**config.mk**
```make
export PLATFORM = sky130hd
export DESIGN_NAME = joystick_packet_unpacker_top
export DESIGN_NICKNAME = d
export VERILOG_FILES = /design/src/hdl/jpu_pkg.sv /design/src/hdl/joystick_packet_unpacker_top.sv
export SDC_FILE = /design/constraint.sdc
export NUM_CORES = 1
export LEC_CHECK = 0
export ABC_AREA = 1
export BUFFER_PORTS_ARGS = -buffer_cell sky130_fd_sc_hd__buf_4
export CAP_MARGIN = 20
export CORE_MARGIN = 5
export CORE_UTILIZATION = 50
export CTS_CLUSTER_SIZE = 20
export DETAILED_ROUTE_END_ITERATION = 10
export PLACE_DENSITY_LB_ADDON = 0.3
export SLEW_MARGIN = 20
export SYNTH_ARGS = -nofsm -noshare
export SYNTH_HDL_FRONTEND = slang
export SYNTH_SLANG_ARGS = --single-unit
```
**constraint.sdc**
```tcl
create_clock -name aclk -period 9.3 [get_ports aclk]
set_input_delay 0.465 -clock aclk [delete_from_list [all_inputs] [get_ports aclk]]
set_output_delay 0.465 -clock aclk [all_outputs]
set_load 0.03 [all_outputs]
```
**src/hdl/jpu_pkg.sv**
```systemverilog
// Shared types, codes and arithmetic helpers for the joystick packet unpacker.
// No dependencies; used by the top level and its checker.
package jpu_pkg;

    localparam int PACKET_BYTES = 25;
    localparam int STORE_DEPTH  = PACKET_BYTES - 1;  // byte 24 is compared, never stored
    localparam int LAST_IDX     = PACKET_BYTES - 1;
    localparam int NUM_AXES     = 4;
    localparam int NUM_BUTTONS  = 5;
    localparam int FIRST_BUTTON = 19;

    localparam int AXIS_W = 16;   // stored raw / bias width
    localparam int OUT_W  = 17;   // corrected axis width
    localparam int DZ_W   = 15;
    localparam int ADDR_W = 24;

    // float exponent limits: shift = EXP_UNITY - exponent
    localparam logic [7:0] EXP_UNITY   = 8'd139;
    localparam logic [7:0] EXP_ZERO_LO = 8'd115;   // shift of 24 or more
    localparam logic [14:0] AXIS_MAX   = 15'h7FFF;

    // input function codes
    localparam logic [1:0] FUNC_BYTE    = 2'd0;
    localparam logic [1:0] FUNC_CAPTURE = 2'd1;
    localparam logic [1:0] FUNC_CLEAR   = 2'd2;

    // result status codes
    localparam logic [1:0] ST_OK   = 2'd0;
    localparam logic [1:0] ST_CSUM = 2'd1;
    localparam logic [1:0] ST_ADDR = 2'd2;

    // configuration register indexes
    localparam logic [1:0] CFG_CHECK_EN  = 2'd0;
    localparam logic [1:0] CFG_MY_ADDR   = 2'd1;
    localparam logic [1:0] CFG_DEAD_ZONE = 2'd2;

    typedef logic signed [AXIS_W-1:0] axis_t;
    typedef logic signed [OUT_W-1:0]  axis_out_t;

    // Little-endian IEEE single to saturated signed fixed point.
    function automatic axis_t float_to_fixed(input logic [31:0] w);
        logic [7:0]  ex;
        logic [23:0] mant;
        logic [4:0]  sh;
        logic [23:0] shifted;
        logic [14:0] mag;
        ex      = w[30:23];
        mant    = {1'b1, w[22:0]};
        sh      = 5'(EXP_UNITY - ex);
        shifted = mant >> sh;
        if (ex == 8'd0) begin
            mag = '0;
        end else if (ex >= EXP_UNITY) begin
            mag = AXIS_MAX;
        end else if (ex <= EXP_ZERO_LO) begin
            mag = '0;
        end else if (shifted > 24'(AXIS_MAX)) begin
            mag = AXIS_MAX;
        end else begin
            mag = shifted[14:0];
        end
        return w[31] ? -$signed({1'b0, mag}) : $signed({1'b0, mag});
    endfunction

    // Bias removal and dead zone; raw passes through until bias is captured.
    function automatic axis_out_t axis_correct(input axis_t raw, input axis_t bias,
                                               input logic bias_ok,
                                               input logic [DZ_W-1:0] dz);
        logic signed [OUT_W:0] rr;
        logic signed [OUT_W:0] dd;
        logic signed [OUT_W:0] lo;
        logic signed [OUT_W:0] hi;
        dd = $signed({3'b000, dz});
        rr = (OUT_W+1)'(raw) - (OUT_W+1)'(bias);
        lo = rr + dd;
        hi = rr - dd;
        if (!bias_ok) begin
            return OUT_W'(raw);
        end else if (lo < 0) begin
            return OUT_W'(lo);
        end else if (hi > 0) begin
            return OUT_W'(hi);
        end else begin
            return '0;
        end
    endfunction

endpackage

```
**src/hdl/joystick_packet_unpacker_top.sv**
```systemverilog
// Joystick packet unpacker: byte-serial packet parse, float axis conversion,
// bias / dead zone correction. Depends on jpu_pkg.
//
//  channel | ports                                   | direction | transfer carries
//  --------+-----------------------------------------+-----------+--------------------------
//  input   | s_valid s_ready s_func s_data_byte ...  | in        | one byte or bias command
//  result  | m_valid m_ready m_status m_yaw ...      | out       | status, 4 axes, 5 buttons
//  config  | cfg_wr_en cfg_index cfg_wr_data         | in        | register write, no wait
//
// One transfer per cycle unless the result stalls. An accepted transfer is
// held in the input register, then one pass writes the result register.
// Synchronous active-low reset clears counters, axes, bias and buttons.
// A stalled result holds the pipe; s_ready drops only when both registers are full.
// Float axes are converted as their last byte arrives (bytes 6, 10, 14, 18)
// and committed on byte 24 if the packet checks out.
module joystick_packet_unpacker_top (
    input  logic        aclk,
    input  logic        aresetn,
    // input channel
    input  logic        s_valid,
    output logic        s_ready,
    input  logic [1:0]  s_func,
    input  logic [7:0]  s_data_byte,
    input  logic        s_first_byte,
    // result channel
    output logic        m_valid,
    input  logic        m_ready,
    output logic [1:0]  m_status,
    output logic signed [16:0] m_yaw,
    output logic signed [16:0] m_throttle,
    output logic signed [16:0] m_roll,
    output logic signed [16:0] m_pitch,
    output logic [7:0]  m_arm_button,
    output logic [7:0]  m_flip_button,
    output logic [7:0]  m_flight_mode,
    output logic [7:0]  m_altitude_mode,
    output logic [7:0]  m_proactive_flag,
    // configuration
    input  logic        cfg_wr_en,
    input  logic [1:0]  cfg_index,
    input  logic [23:0] cfg_wr_data
);

    // configuration registers
    logic                          check_en_reg;
    logic [jpu_pkg::ADDR_W-1:0]    my_addr_reg;
    logic [jpu_pkg::DZ_W-1:0]      dead_zone_reg;

    // input register
    logic       s1_valid_reg;
    logic [1:0] s1_func_reg;
    logic [7:0] s1_byte_reg;
    logic       s1_first_reg;

    // packet state
    logic [4:0] cnt_reg, cnt_next;
    logic [7:0] sum_reg, sum_next;
    logic [7:0] pkt_reg [jpu_pkg::STORE_DEPTH];
    jpu_pkg::axis_t pend_reg [jpu_pkg::NUM_AXES];

    // committed state
    jpu_pkg::axis_t raw_reg  [jpu_pkg::NUM_AXES];
    jpu_pkg::axis_t raw_next [jpu_pkg::NUM_AXES];
    jpu_pkg::axis_t bias_reg [jpu_pkg::NUM_AXES];
    jpu_pkg::axis_t bias_next[jpu_pkg::NUM_AXES];
    logic           bias_ok_reg, bias_ok_next;
    logic [7:0]     btn_reg  [jpu_pkg::NUM_BUTTONS];
    logic [7:0]     btn_next [jpu_pkg::NUM_BUTTONS];

    // result register
    logic                  m_valid_reg;
    logic [1:0]            m_status_reg;
    jpu_pkg::axis_out_t    m_axis_reg [jpu_pkg::NUM_AXES];
    logic [7:0]            m_btn_reg  [jpu_pkg::NUM_BUTTONS];

    // pass control
    logic       advance;
    logic       consume;
    logic [4:0] idx;
    logic       pkt_we;
    logic       pend_we;
    logic [1:0] pend_slot;
    logic [23:0] flt_lo;
    jpu_pkg::axis_t conv;
    logic       emit;
    logic [1:0] status;

    assign advance = !m_valid_reg || m_ready;
    assign consume = s1_valid_reg && advance;
    assign s_ready = !s1_valid_reg || advance;

    // byte position; first_byte or an overrun restarts at 0
    always_comb begin
        if (s1_first_reg || (cnt_reg >= 5'(jpu_pkg::PACKET_BYTES))) begin
            idx = '0;
        end else begin
            idx = cnt_reg;
        end
    end

    // low three bytes of the float that ends at this position
    always_comb begin
        pend_slot = 2'd0;
        flt_lo    = '0;
        pend_we   = 1'b0;
        case (idx)
            5'd6: begin
                pend_slot = 2'd0;
                flt_lo    = {pkt_reg[5], pkt_reg[4], pkt_reg[3]};
                pend_we   = 1'b1;
            end
            5'd10: begin
                pend_slot = 2'd1;
                flt_lo    = {pkt_reg[9], pkt_reg[8], pkt_reg[7]};
                pend_we   = 1'b1;
            end
            5'd14: begin
                pend_slot = 2'd2;
                flt_lo    = {pkt_reg[13], pkt_reg[12], pkt_reg[11]};
                pend_we   = 1'b1;
            end
            5'd18: begin
                pend_slot = 2'd3;
                flt_lo    = {pkt_reg[17], pkt_reg[16], pkt_reg[15]};
                pend_we   = 1'b1;
            end
            default: begin
                pend_we   = 1'b0;
            end
        endcase
    end

    // pitch is stored negated
    always_comb begin
        if (pend_slot == 2'd3) begin
            conv = -jpu_pkg::float_to_fixed({s1_byte_reg, flt_lo});
        end else begin
            conv = jpu_pkg::float_to_fixed({s1_byte_reg, flt_lo});
        end
    end

    // main decode
    always_comb begin
        cnt_next     = cnt_reg;
        sum_next     = sum_reg;
        bias_ok_next = bias_ok_reg;
        raw_next     = raw_reg;
        bias_next    = bias_reg;
        btn_next     = btn_reg;
        pkt_we       = 1'b0;
        emit         = 1'b0;
        status       = jpu_pkg::ST_OK;
        if (consume) begin
            unique case (s1_func_reg)
                jpu_pkg::FUNC_CAPTURE: begin
                    bias_next    = raw_reg;
                    bias_ok_next = 1'b1;
                    emit         = 1'b1;
                end
                jpu_pkg::FUNC_CLEAR: begin
                    for (int k = 0; k < jpu_pkg::NUM_AXES; k++) begin
                        bias_next[k] = '0;
                    end
                    bias_ok_next = 1'b0;
                    emit         = 1'b1;
                end
                jpu_pkg::FUNC_BYTE: begin
                    if (idx < 5'(jpu_pkg::LAST_IDX)) begin
                        pkt_we   = 1'b1;
                        sum_next = (idx == 5'd0) ? s1_byte_reg : sum_reg + s1_byte_reg;
                        cnt_next = idx + 5'd1;
                    end else begin
                        // last byte: checksum first, then address
                        cnt_next = '0;
                        emit     = 1'b1;
                        if (check_en_reg) begin
                            if (s1_byte_reg != sum_reg) begin
                                status = jpu_pkg::ST_CSUM;
                            end else if ({pkt_reg[0], pkt_reg[1], pkt_reg[2]} != my_addr_reg) begin
                                status = jpu_pkg::ST_ADDR;
                            end
                        end
                        if (status == jpu_pkg::ST_OK) begin
                            raw_next = pend_reg;
                            for (int k = 0; k < jpu_pkg::NUM_BUTTONS; k++) begin
                                btn_next[k] = pkt_reg[jpu_pkg::FIRST_BUTTON + k];
                            end
                        end
                    end
                end
                default: begin
                    emit = 1'b0;   // unused code: dropped
                end
            endcase
        end
    end

    // control and committed state
    always_ff @(posedge aclk) begin
        if (!aresetn) begin
            check_en_reg  <= 1'b1;
            my_addr_reg   <= '0;
            dead_zone_reg <= '0;
            s1_valid_reg  <= 1'b0;
            m_valid_reg   <= 1'b0;
            cnt_reg       <= '0;
            sum_reg       <= '0;
            bias_ok_reg   <= 1'b0;
            for (int k = 0; k < jpu_pkg::NUM_AXES; k++) begin
                raw_reg[k]  <= '0;
                bias_reg[k] <= '0;
            end
            for (int k = 0; k < jpu_pkg::NUM_BUTTONS; k++) begin
                btn_reg[k] <= '0;
            end
        end else begin
            if (cfg_wr_en) begin
                case (cfg_index)
                    jpu_pkg::CFG_CHECK_EN:  check_en_reg  <= cfg_wr_data[0];
                    jpu_pkg::CFG_MY_ADDR:   my_addr_reg   <= cfg_wr_data;
                    jpu_pkg::CFG_DEAD_ZONE: dead_zone_reg <= cfg_wr_data[jpu_pkg::DZ_W-1:0];
                    default: ;
                endcase
            end
            if (s_valid && s_ready) begin
                s1_valid_reg <= 1'b1;
            end else if (consume) begin
                s1_valid_reg <= 1'b0;
            end
            if (advance) begin
                m_valid_reg <= emit;
            end
            cnt_reg     <= cnt_next;
            sum_reg     <= sum_next;
            bias_ok_reg <= bias_ok_next;
            raw_reg     <= raw_next;
            bias_reg    <= bias_next;
            btn_reg     <= btn_next;
        end
    end

    // payload registers
    always_ff @(posedge aclk) begin
        if (s_valid && s_ready) begin
            s1_func_reg  <= s_func;
            s1_byte_reg  <= s_data_byte;
            s1_first_reg <= s_first_byte;
        end
        if (pkt_we) begin
            pkt_reg[idx] <= s1_byte_reg;
        end
        if (consume && pend_we && (s1_func_reg == jpu_pkg::FUNC_BYTE)) begin
            pend_reg[pend_slot] <= conv;
        end
        if (emit) begin
            m_status_reg <= status;
            for (int k = 0; k < jpu_pkg::NUM_AXES; k++) begin
                m_axis_reg[k] <= jpu_pkg::axis_correct(raw_next[k], bias_next[k],
                                                       bias_ok_next, dead_zone_reg);
            end
            m_btn_reg <= btn_next;
        end
    end

    assign m_valid          = m_valid_reg;
    assign m_status         = m_status_reg;
    assign m_yaw            = m_axis_reg[0];
    assign m_throttle       = m_axis_reg[1];
    assign m_roll           = m_axis_reg[2];
    assign m_pitch          = m_axis_reg[3];
    assign m_arm_button     = m_btn_reg[0];
    assign m_flip_button    = m_btn_reg[1];
    assign m_flight_mode    = m_btn_reg[2];
    assign m_altitude_mode  = m_btn_reg[3];
    assign m_proactive_flag = m_btn_reg[4];

endmodule

```
[Word-level counts from Yosys, hierarchy flattened]
Memory sizes are Yosys's and may differ from the RTL's.
Cells that the tools add are included.
Operators by class
  add/subtract/negate cells: 18
  magnitude comparators: 15
  eq/ne operators: 11
  shift operators: 1
  multiplexer cells: 64
  bitwise gates (word level): 3
  reductions and logical operators: 24
Operators by type and width (count)
  two-way mux 64 bit: 5
  two-way mux 17 bit: 16
  two-way mux 40 bit: 4
  one-hot mux 64 bit (2 select lines): 1
  one-hot mux 24 bit (4 select lines): 1
  two-way mux 15 bit: 6
  adder 17 x 16 -> 18 bit: 4
  > comparator 18 x 1 -> 1 bit, second input constant: 4
  < comparator 18 x 1 -> 1 bit, second input constant: 4
  subtractor 17 x 16 -> 18 bit: 4
  subtractor 16 x 16 -> 17 bit: 4
  bitwise mux 64 bit: 1
  two-way mux 16 bit: 4
  demux 16 bit (select 2 bit): 1
  negation 15 -> 16 bit: 2
  > comparator 24 x 15 -> 1 bit, second input constant: 1
  inequality test 24 bit: 1
  right shift 24 x 5 -> 24 bit: 1
  negation 16 bit: 1
  two-way mux 1 bit: 13
  two-way mux 2 bit: 6
  == test 5 x 4 -> 1 bit, second input constant: 2
  two-way mux 5 bit: 2
  adder 8 bit: 1
  30 further kinds: 47
Word-level totals
  register bits after elaboration: 341
  bits in writable memories: 260
  input port bits: 42
  output and inout bits: 112
  logic and storage cells: 172
  memories kept: 2
Memories
  pkt_reg: words 24, bits a word 8, read ports 20, clocked after memory_dff 0, write ports 1, line joystick_packet_unpacker_top.sv:58  | logic [7:0] pkt_reg [jpu_pkg::STORE_DEPTH];
  m_axis_reg: words 4, bits a word 17, read ports 4, clocked after memory_dff 0, write ports 4, line joystick_packet_unpacker_top.sv:73  | jpu_pkg::axis_out_t m_axis_reg [jpu_pkg::NUM_AXES];

[Logic depth before layout (Yosys ltp)]
Gate-level depths: netlist of the first run.
  word-level depth: 19
  gate-level depth with buffers: 46
  depth with buffers taken out: 42

[Worst setup path before layout of the first run]
No wires, ideal clock.
  kind: register to register
  start point: register cnt_reg[2]
  end point: register m_btn_reg, in the netlist m_altitude_mode[0], enable pin
  setup time: 0.617 ns
  data arrival time: 6.459 ns
  required time: 8.683 ns
  setup slack: 2.224 ns
  stages on the path, launching flop included: 11
  buffers on the path: 1
  clock period less this slack: 7.076 ns
  cell sequence: dfxtp_1 buf_4 inv_2 nand2_1 inv_1 o21ai_0 nor2_1 inv_1 nor2_1 inv_1 a21oi_1
Between the ends
  word-level cells in the longest chain between the ends: 7
Ends and longest elaborated chain
  start: declaration: line joystick_packet_unpacker_top.sv:56  | logic [4:0] cnt_reg, cnt_next;
  start signal: assignment: line joystick_packet_unpacker_top.sv:233  | cnt_reg <= cnt_next;
  greater-or-equal comparator 5 bit: line joystick_packet_unpacker_top.sv:94  | if (s1_first_reg || (cnt_reg >= 5'(jpu_pkg::PACKET_BYTES))) begin
  logical OR 1 bit: line joystick_packet_unpacker_top.sv:94
  two-way mux 5 bit (*): line joystick_packet_unpacker_top.sv:94
  < comparator 5 bit (*): line joystick_packet_unpacker_top.sv:168  | if (idx < 5'(jpu_pkg::LAST_IDX)) begin
  two-way mux 1 bit (*): line joystick_packet_unpacker_top.sv:168
  one-hot mux 1 bit (2 select lines) (*): line joystick_packet_unpacker_top.sv:154  | unique case (s1_func_reg)
  two-way mux 1 bit (*): line joystick_packet_unpacker_top.sv:153  | if (consume) begin
  named net emit: line joystick_packet_unpacker_top.sv:85  | logic emit;
  end signal: assignment: line joystick_packet_unpacker_top.sv:261  | m_btn_reg <= btn_next;
  end: declaration: line joystick_packet_unpacker_top.sv:74  | logic [7:0] m_btn_reg [jpu_pkg::NUM_BUTTONS];
Mark *: on every way through the listed nets, which the timed path passes. The rest lies on a longest branch.
A chain may end at the register's enable or synchronous reset.

==> reports/summary.txt, run 1 <==
Status - completed
WS Path Type - reg2reg
Int Power - 0.004284 W
Fillers - 5732
R2R cell count - 33
Static Leak - 16.80 nW
PwrDens - 157.4 mW/mm^2
Achievable Freq - 128.4 MHz
Maximum fanout along the worst path - 68
Worst Path Required - 9.70 ns
Net Sw Frac - 25.87%
Gr usage total - 24.12%
Largest net degree at the start of global routing - 106
DIE AREA - 0.07049 sq mm
Leading area contributor after synthesis - edfxtp_1
CP max stage cell - o21ai_0
Period utilization - 83.74%
Clk pwr share - 42.1%
Reg-to-reg startpoint - pkt_reg[2][0]$_DFFE_PP_
CTS clk-pin slew, worst paths - 0.06 ns
Global-route wire length before repair - 136.7 mm
Hold_sp - cfg_wr_data[19]
Fin. max-slew vios - 0
Die H - 265.5 um
Placer Congestion - 0.9438
Pre-Repair DR Iteration Count - 6
Synth Area per Inst - 8.162 sq um
CTS tree - done
Distinct cells, synth - 58
Routed len/inst - 17.49 um
Total congestion overflow - 0
Register cell area after layout - 0.01484 sq mm
DRC viols - 0
# IOs - 154
Top cells by count, synth - nand2_1 (892), inv_1 (532), nor2_1 (365)
Final ANT Viol Nets - 0
Main area contributors after synthesis - edfxtp_1 (32%), dfxtp_1 (14%), nand2_1 (10%)
Area of the multi-input gates - 0.01511 sq mm
Final instance area - 0.03672 sq mm
Post-synth top area share - 31.74%
Dpl hpwl - 62.24 mm
Detailed-route via count - 26590
Slowest stage delay, CP - 0.57 ns
Post-synth ARST share - 0%
Number of synthesized flops with an enable pin - 345
CP bufs+invs - 1
Clock H-tree levels - 2
Initial Util - 50.54%
CP dominant cell by count - nand2_1
Die Width - 265.5 um
Crit path arrival time - 8.19 ns
Max FFs per register - 160
Clock Sinks - 569
Setup Skew - 0.07131 ns
VDD IR max - 0.1668 mV
Hold Path Class - in2reg
Worst Setup SP - pkt_reg[2][0]$_DFFE_PP_
Total routed wirelength - 87.82 mm
Cell Area, Synth - 0.03264 sq mm
Clk Latency, worst-skew pair - 0.68 ns
Sum Neg Setup Slack - 0 ns
P&R area growth vs syn - 12.51%
Ant. Diodes - 0
Flops & latches, synth - 569
Post-place instance area - 0.03453 sq mm
Core Region - 0.06458 sq mm
Crit path max-delay family - simple AND/OR/NAND/NOR gates
Post-synthesis sequential area ratio - 45.48%
Clock Tree Root - clkbuf_16
Post-synth top flop - edfxtp_1
Nets - 4374
RSZ-0062 raised after global routing - no
Cell count along the critical path - 33
Worst slew margin - 25.33%
Vias in the first global route - 24680
1st-iter DRT viols - 2446
Row cnt - 93
Via density - 5.296
Clk buf depth - 3
Final Hold Viols - 0
Worst slew pin tran - 1.112 ns
Max Cap Viol - 0
Comb pwr share - 10.7%
Antenna violations before repair - 0
Critical Path End Type - flop
Setup violations, final - 0
Post-Syn Instances - 3999
Sequential Power Share - 47.3%
Worst setup SP type - flop
Num CTS Buffers - 61
Yosys warning total - 0
P_sw - 0.001495 W
Synth Net Count - 4261
I/O Buffers - 153
Share of layout cells above drive strength 1 - 8.691%
WHS Path Cells - 3
Count leader, synth - nand2_1
Post-route minimum period - 7.788 ns
[cells in the final DEF (no fill, tap or decap), types with 6 or more instances in the layout]
cell,instances
inv_2,12
nor2_1,364
ha_1,205
nand3_1,313
dlygate4sd3_1,11
nand3b_1,13
or2_2,7
nor2_4,6
o21ai_0,224
o211ai_1,13
dfxtp_1,224
nand2_2,22
nor4_1,11
o21bai_1,33
nor2_2,9
a21oi_1,263
nor3_1,28
clkbuf_8,7
o31ai_1,7
nand2_1,891
fa_1,13
o22ai_1,17
buf_4,194
inv_1,530
a21o_1,7
nand3_2,6
clkbuf_1,21
xor2_1,158
and2_1,6
a31oi_1,23
clkinv_1,8
nand4_1,21
edfxtp_1,345
xnor2_1,24
clkbuf_16,66
[power by group through the flow]
stage	registers (W)	clock network (W)	logic (W)
finish	0.00273	0.00243	0.000616
global route	0.00273	0.00257	0.000678
CTS	0.00273	0.00247	0.000610
detailed placement	0.00279	0	0.000604
global placement	0.00279	0	0.000600
floorplan	0.00282	0	0.000378
[worst paths after layout]
check,to,slack (ns)
setup / recovery,m_axis_reg[2][0]$_DFFE_PP_,1.51
setup reg to reg,m_axis_reg[2][0]$_DFFE_PP_,1.51
hold / removal,my_addr_reg[19]$_SDFFE_PN0P_,0.05
hold reg to reg,btn_reg[10]$_SDFF_PN0_,0.47
[metrics by stage]
stage               std cells  util (%)  setup WS, ns  power (W)  hold slack (ns)
floorplan                3999         -         2.224   0.003195           0.4491
detailed placement       4892     53.47         1.538   0.003390           0.4640
global route             5020     56.86        0.5803   0.005978          0.06573
CTS                      5019     56.82         1.505   0.005809          0.01677
global placement         4892     53.47         1.805   0.003387           0.4596
finish                   5020     56.86         1.512   0.005779          0.04901
[final cells by class]
cell class / instances / share of cell area (%)
multi-input combinational: 2728 / 41.14
sequential: 569 / 40.42
inverter: 546 / 5.595
clock buffer: 94 / 4.975
timing repair buffer: 206 / 4.341
tap: 855 / 2.913
clock inverter: 22 / 0.6167
[cell families after synthesis]
group           share of synthesized area [%]
simple gates                            22.04
buf+inv                                 8.391
compound gates                          10.47
flops                                   45.48
fa+ha+maj                               8.733
xor+xnor                                4.884
[routing by layer]
metal	routed length [um]	GRT usage (%)	part of all wire (%)	vias up
li1	-	-	-	13300
met2	39020	38.42	44	941
met1	38540	33.95	44	12180
met5	0	0	0	-
met4	3286	8.140	3.7	0
met3	6971	3.644	7.9	171
[timing repair]
action                    4_1_cts  5_1_grt
hold buffers                   11        0
resized for setup               0        0
buffers inserted                0        0
hold endpoints to repair       11        0
[tightest hold or removal path, stage by stage]
cell and delay, ns:
buf_4 0.07, o21ai_0 0.07, nor2_1 0.08
Power figures use the tool's default switching activity.
==> run 2: changes to the inputs <==
Settings changed: ABC_AREA 1 to 0.
Clock period 9.3 ns to 6.46 ns, I/O delays scaled along.
==> reports/summary.txt, run 2 <==
Setup Skew - 0.06283 ns (-0.008489 ns)
Crit path arrival time - 7.43 ns (-0.76 ns)
Failing checks - negative setup slack
1st-iter DRT viols - 2510 (+2.6%)
Dpl hpwl - 76.76 mm (+23%)
Core Util, Final - 68.36% (+12 points)
Net Sw Frac - 25.96% (+0.091 points)
Most frequent cells in the layout - buf_4 (837), edfxtp_1 (345), nand2_1 (265)
Fillers - 5021 (-12%)
Dpl ws - -0.7745 ns (-2.312 ns)
RSZ-0062 raised after global routing - yes
Post-route minimum period - 7.065 ns (-0.7225 ns)
P&R area growth vs syn - 35.12%
Mux cell area share after synthesis - 4.505% (+4.5 points)
Fin Hold WS - 0.003955 ns (-0.04506 ns)
Initial Util - 50.59% (+0.053 points)
Post-synth top flop - edfxtp_1
Num CTS Buffers - 60 (-1.6%)
Achievable Freq - 141.5 MHz (+10%)
Total congestion overflow - 0 (unchanged)
Total routed wirelength - 112.4 mm (+28%)
Synth Area per Inst - 9.687 sq um (+19%)
Yosys warning total - 0 (unchanged)
Share of layout cells above drive strength 1 - 33.25% (+25 points)
Period utilization - 109.4% (+26 points)
CP max stage cell - edfxtp_1
Design Power - 0.008789 W (+52%)
Post-synth top area share - 30.33% (-1.4 points)
Critical Path End Type - flop
Count leader, synth - edfxtp_1
XOR/XNOR Fraction of Synth Area - 3.026% (-1.9 points)
Antenna violations before repair - 1 (+1)
Row cnt - 95 (+2.2%)
Setup violations, final - 67 (+67)
Distinct cells, synth - 93 (+60%)
Clk buf depth - 3 (unchanged)
CTS clk-pin slew, worst paths - 0.06 ns (about the same)
Main combinational cell family by area after synthesis - simple AND/OR/NAND/NOR gates
Post-synthesis sequential area ratio - 43.46% (-2.0 points)
Die H - 271.4 um (+2.2%)
I/O Buffers - 153 (unchanged)
Post-Syn Instances - 3526 (-12%)
Largest net degree at the start of global routing - 135 (+27%)
Core Region - 0.06751 sq mm (+4.5%)
Setup WS post-layout - -0.6051 ns (-2.117 ns)
Main area contributors after synthesis - edfxtp_1 (30%), dfxtp_1 (13%), ha_1 (7.6%)
Final instance area - 0.04615 sq mm (+26%)
Clock Tree Root - clkbuf_16
# IOs - 154 (unchanged)
Sequential Power Share - 44.4% (-2.9 points)
Slowest stage delay, CP - 0.43 ns (-0.14 ns)
Pre-Repair DR Iteration Count - 7 (+1)
Comb pwr share - 14.3% (+3.6 points)
Post-synth ARST share - 0% (unchanged)
Int Power - 0.006507 W (+52%)
CTS tree - done
Vias in the first global route - 30020 (+22%)
P_sw - 0.002282 W (+53%)
Max Cap Viol - 0 (unchanged)
Post-place instance area - 0.04079 sq mm (+18%)
Flops & latches, synth - 569 (unchanged)
Post-synthesis compound-gate area fraction - 16.74% (+6.3 points)
Post-synthesis adder-cell area fraction - 8.403% (-0.33 points)
Clk Latency, worst-skew pair - 0.68 ns (about the same)
Top cells by count, synth - edfxtp_1 (345), nand2_1 (273), a21oi_1 (228)
Worst setup SP type - flop
Die Width - 271.4 um (+2.2%)
Clk pwr share - 41.4% (-0.7 points)
Static Leak - 19.64 nW (+17%)
Leading area contributor after synthesis - edfxtp_1
DIE AREA - 0.07364 sq mm (+4.5%)
PwrDens - 190.4 mW/mm^2 (+21%)
Worst slew margin - 31.88% (+6.6 points)
Final ANT Viol Nets - 0 (unchanged)
Maximum fanout along the worst path - 6 (-91%)
Routed len/inst - 21.40 um (+22%)
Placer Congestion - 0.9882 (+4.7%)
Hold Path Class - in2reg
Gr usage total - 28.48% (+4.4 points)
Post-Synth Simple-Gate Area - 19.51% (-2.5 points)
Fin. max-slew vios - 0 (unchanged)
Number of synthesized flops with an enable pin - 345 (unchanged)
Synth Net Count - 3788 (-11%)
Via density - 5.897 (+11%)
VDD IR max - 0.2383 mV (+43%)
Worst slew pin tran - 1.021 ns (-0.09144 ns)
Cell Area, Synth - 0.03416 sq mm (+4.7%)
Max FFs per register - 160 (unchanged)
Status - finished with violations
Nets - 4589 (+4.9%)
Worst Path Required - 6.83 ns (-2.87 ns)
Most common cell after layout, fill and taps aside - buf_4
Global-route wire length before repair - 167.5 mm (+23%)
DRC viols - 0 (unchanged)
Detailed-route via count - 30980 (+17%)
Final Hold Viols - 0 (unchanged)
WS Path Type - reg2reg
Clock H-tree levels - 2 (unchanged)
Clock Sinks - 569 (unchanged)
-- run 2: cell count changes in the layout (fill, tap and decap cells not counted), moves of 78 or more --
cell	change
buf_4	+643
nand2_1	-626
inv_1	-357
nand3_1	-240
nor2_1	-163
and3_1	+142
o21ai_0	-135
nor2b_1	+119
xor2_1	-113
and2_1	+107
mux2_2	+82
a21oi_1	-78
-- run 2: worst paths after layout --
path / from / to / slack (ns) / cells past startpoint
max: s1_byte_reg[2]$_DFFE_PP_ / m_axis_reg[0][13]$_DFFE_PP_ / -0.61 / 35
min: cfg_wr_data[17] / my_addr_reg[17]$_SDFFE_PN0P_ / 0.004 / 3
max reg2reg: s1_byte_reg[2]$_DFFE_PP_ / m_axis_reg[0][13]$_DFFE_PP_ / -0.61 / 35
min reg2reg: dead_zone_reg[13]$_SDFFE_PN0P_ / dead_zone_reg[13]$_SDFFE_PN0P_ / 0.47 / 2
-- run 2: stage by stage --
stage,TNS (ns),std cells
after CTS,-18.45,5194
after global placement,-33.40,4986
after detailed placement,-43.60,4986
after global routing,-51.63,5252
final,-27.08,5253
after floorplan,-20.58,3526
-- run 2: cell type report --
type,instances,area (sq um),area share [%]
multi-input combinational,2575,19840,42.98
sequential,569,14850,32.17
timing repair buffer,937,7564,16.39
clock buffer,71,1603,3.473
tap,873,1092,2.367
inverter,184,695.7,1.507
clock inverter,43,511.7,1.109
antenna,1,2.502,0.005422
-- run 2: cells by family (layout without fill, tap and decap cells) --
logic type,count (synthesis),count (layout)
flops,569,569
mux,132,132
buf+inv,383,1235
compound gates,843,843
fa+ha+maj,222,223
simple gates,1259,1259
xor+xnor,118,118
other cells,0,1
-- run 2: per-layer routing --
metal / share of wire [%] / vias to the layer above / track usage, % / routed length [um]
li1: - / 14560 / - / -
met1: 39 / 15000 / 35.17 / 43830
met2: 49 / 1139 / 49.29 / 55620
met3: 6.4 / 287 / 3.700 / 7169
met4: 5.2 / 2 / 14.07 / 5802
met5: 0.0098 / - / 0 / 11
-- run 2: worst max-delay path: cells and delay by family (launching register included) --
family	cells	cell delay, ns
AO/OA/AOI/OAI	14	2.57
adder cells (fa/ha/maj)	4	1.14
flip-flops	1	0.43
AND/OR/NAND/NOR	8	1.36
XOR/XNOR	1	0.16
buffers and inverters	7	0.92
multiplexers	1	0.22
-- run 2: timing repair --
| action | 4_1_cts | 5_1_grt |
|---|---|---|
| setup endpoints to repair | 92 | 104 |
| buffers inserted | 56 | 61 |
| cloned | 5 | 2 |
| pin swaps | 67 | 114 |
| gates resized for setup | 197 | 232 |
| hold endpoints to repair | 48 | 0 |
| hold buffers | 36 | 0 |
-- run 2: power groups by stage --
stage | sequential (W) | clock, W | combinational [W]
finish | 0.00390 | 0.00364 | 0.00125
global route | 0.00390 | 0.00385 | 0.00133
CTS | 0.00390 | 0.00368 | 0.00116
detailed placement | 0.00398 | 0 | 0.00107
global placement | 0.00398 | 0 | 0.00106
floorplan | 0.00401 | 0 | 0.000574
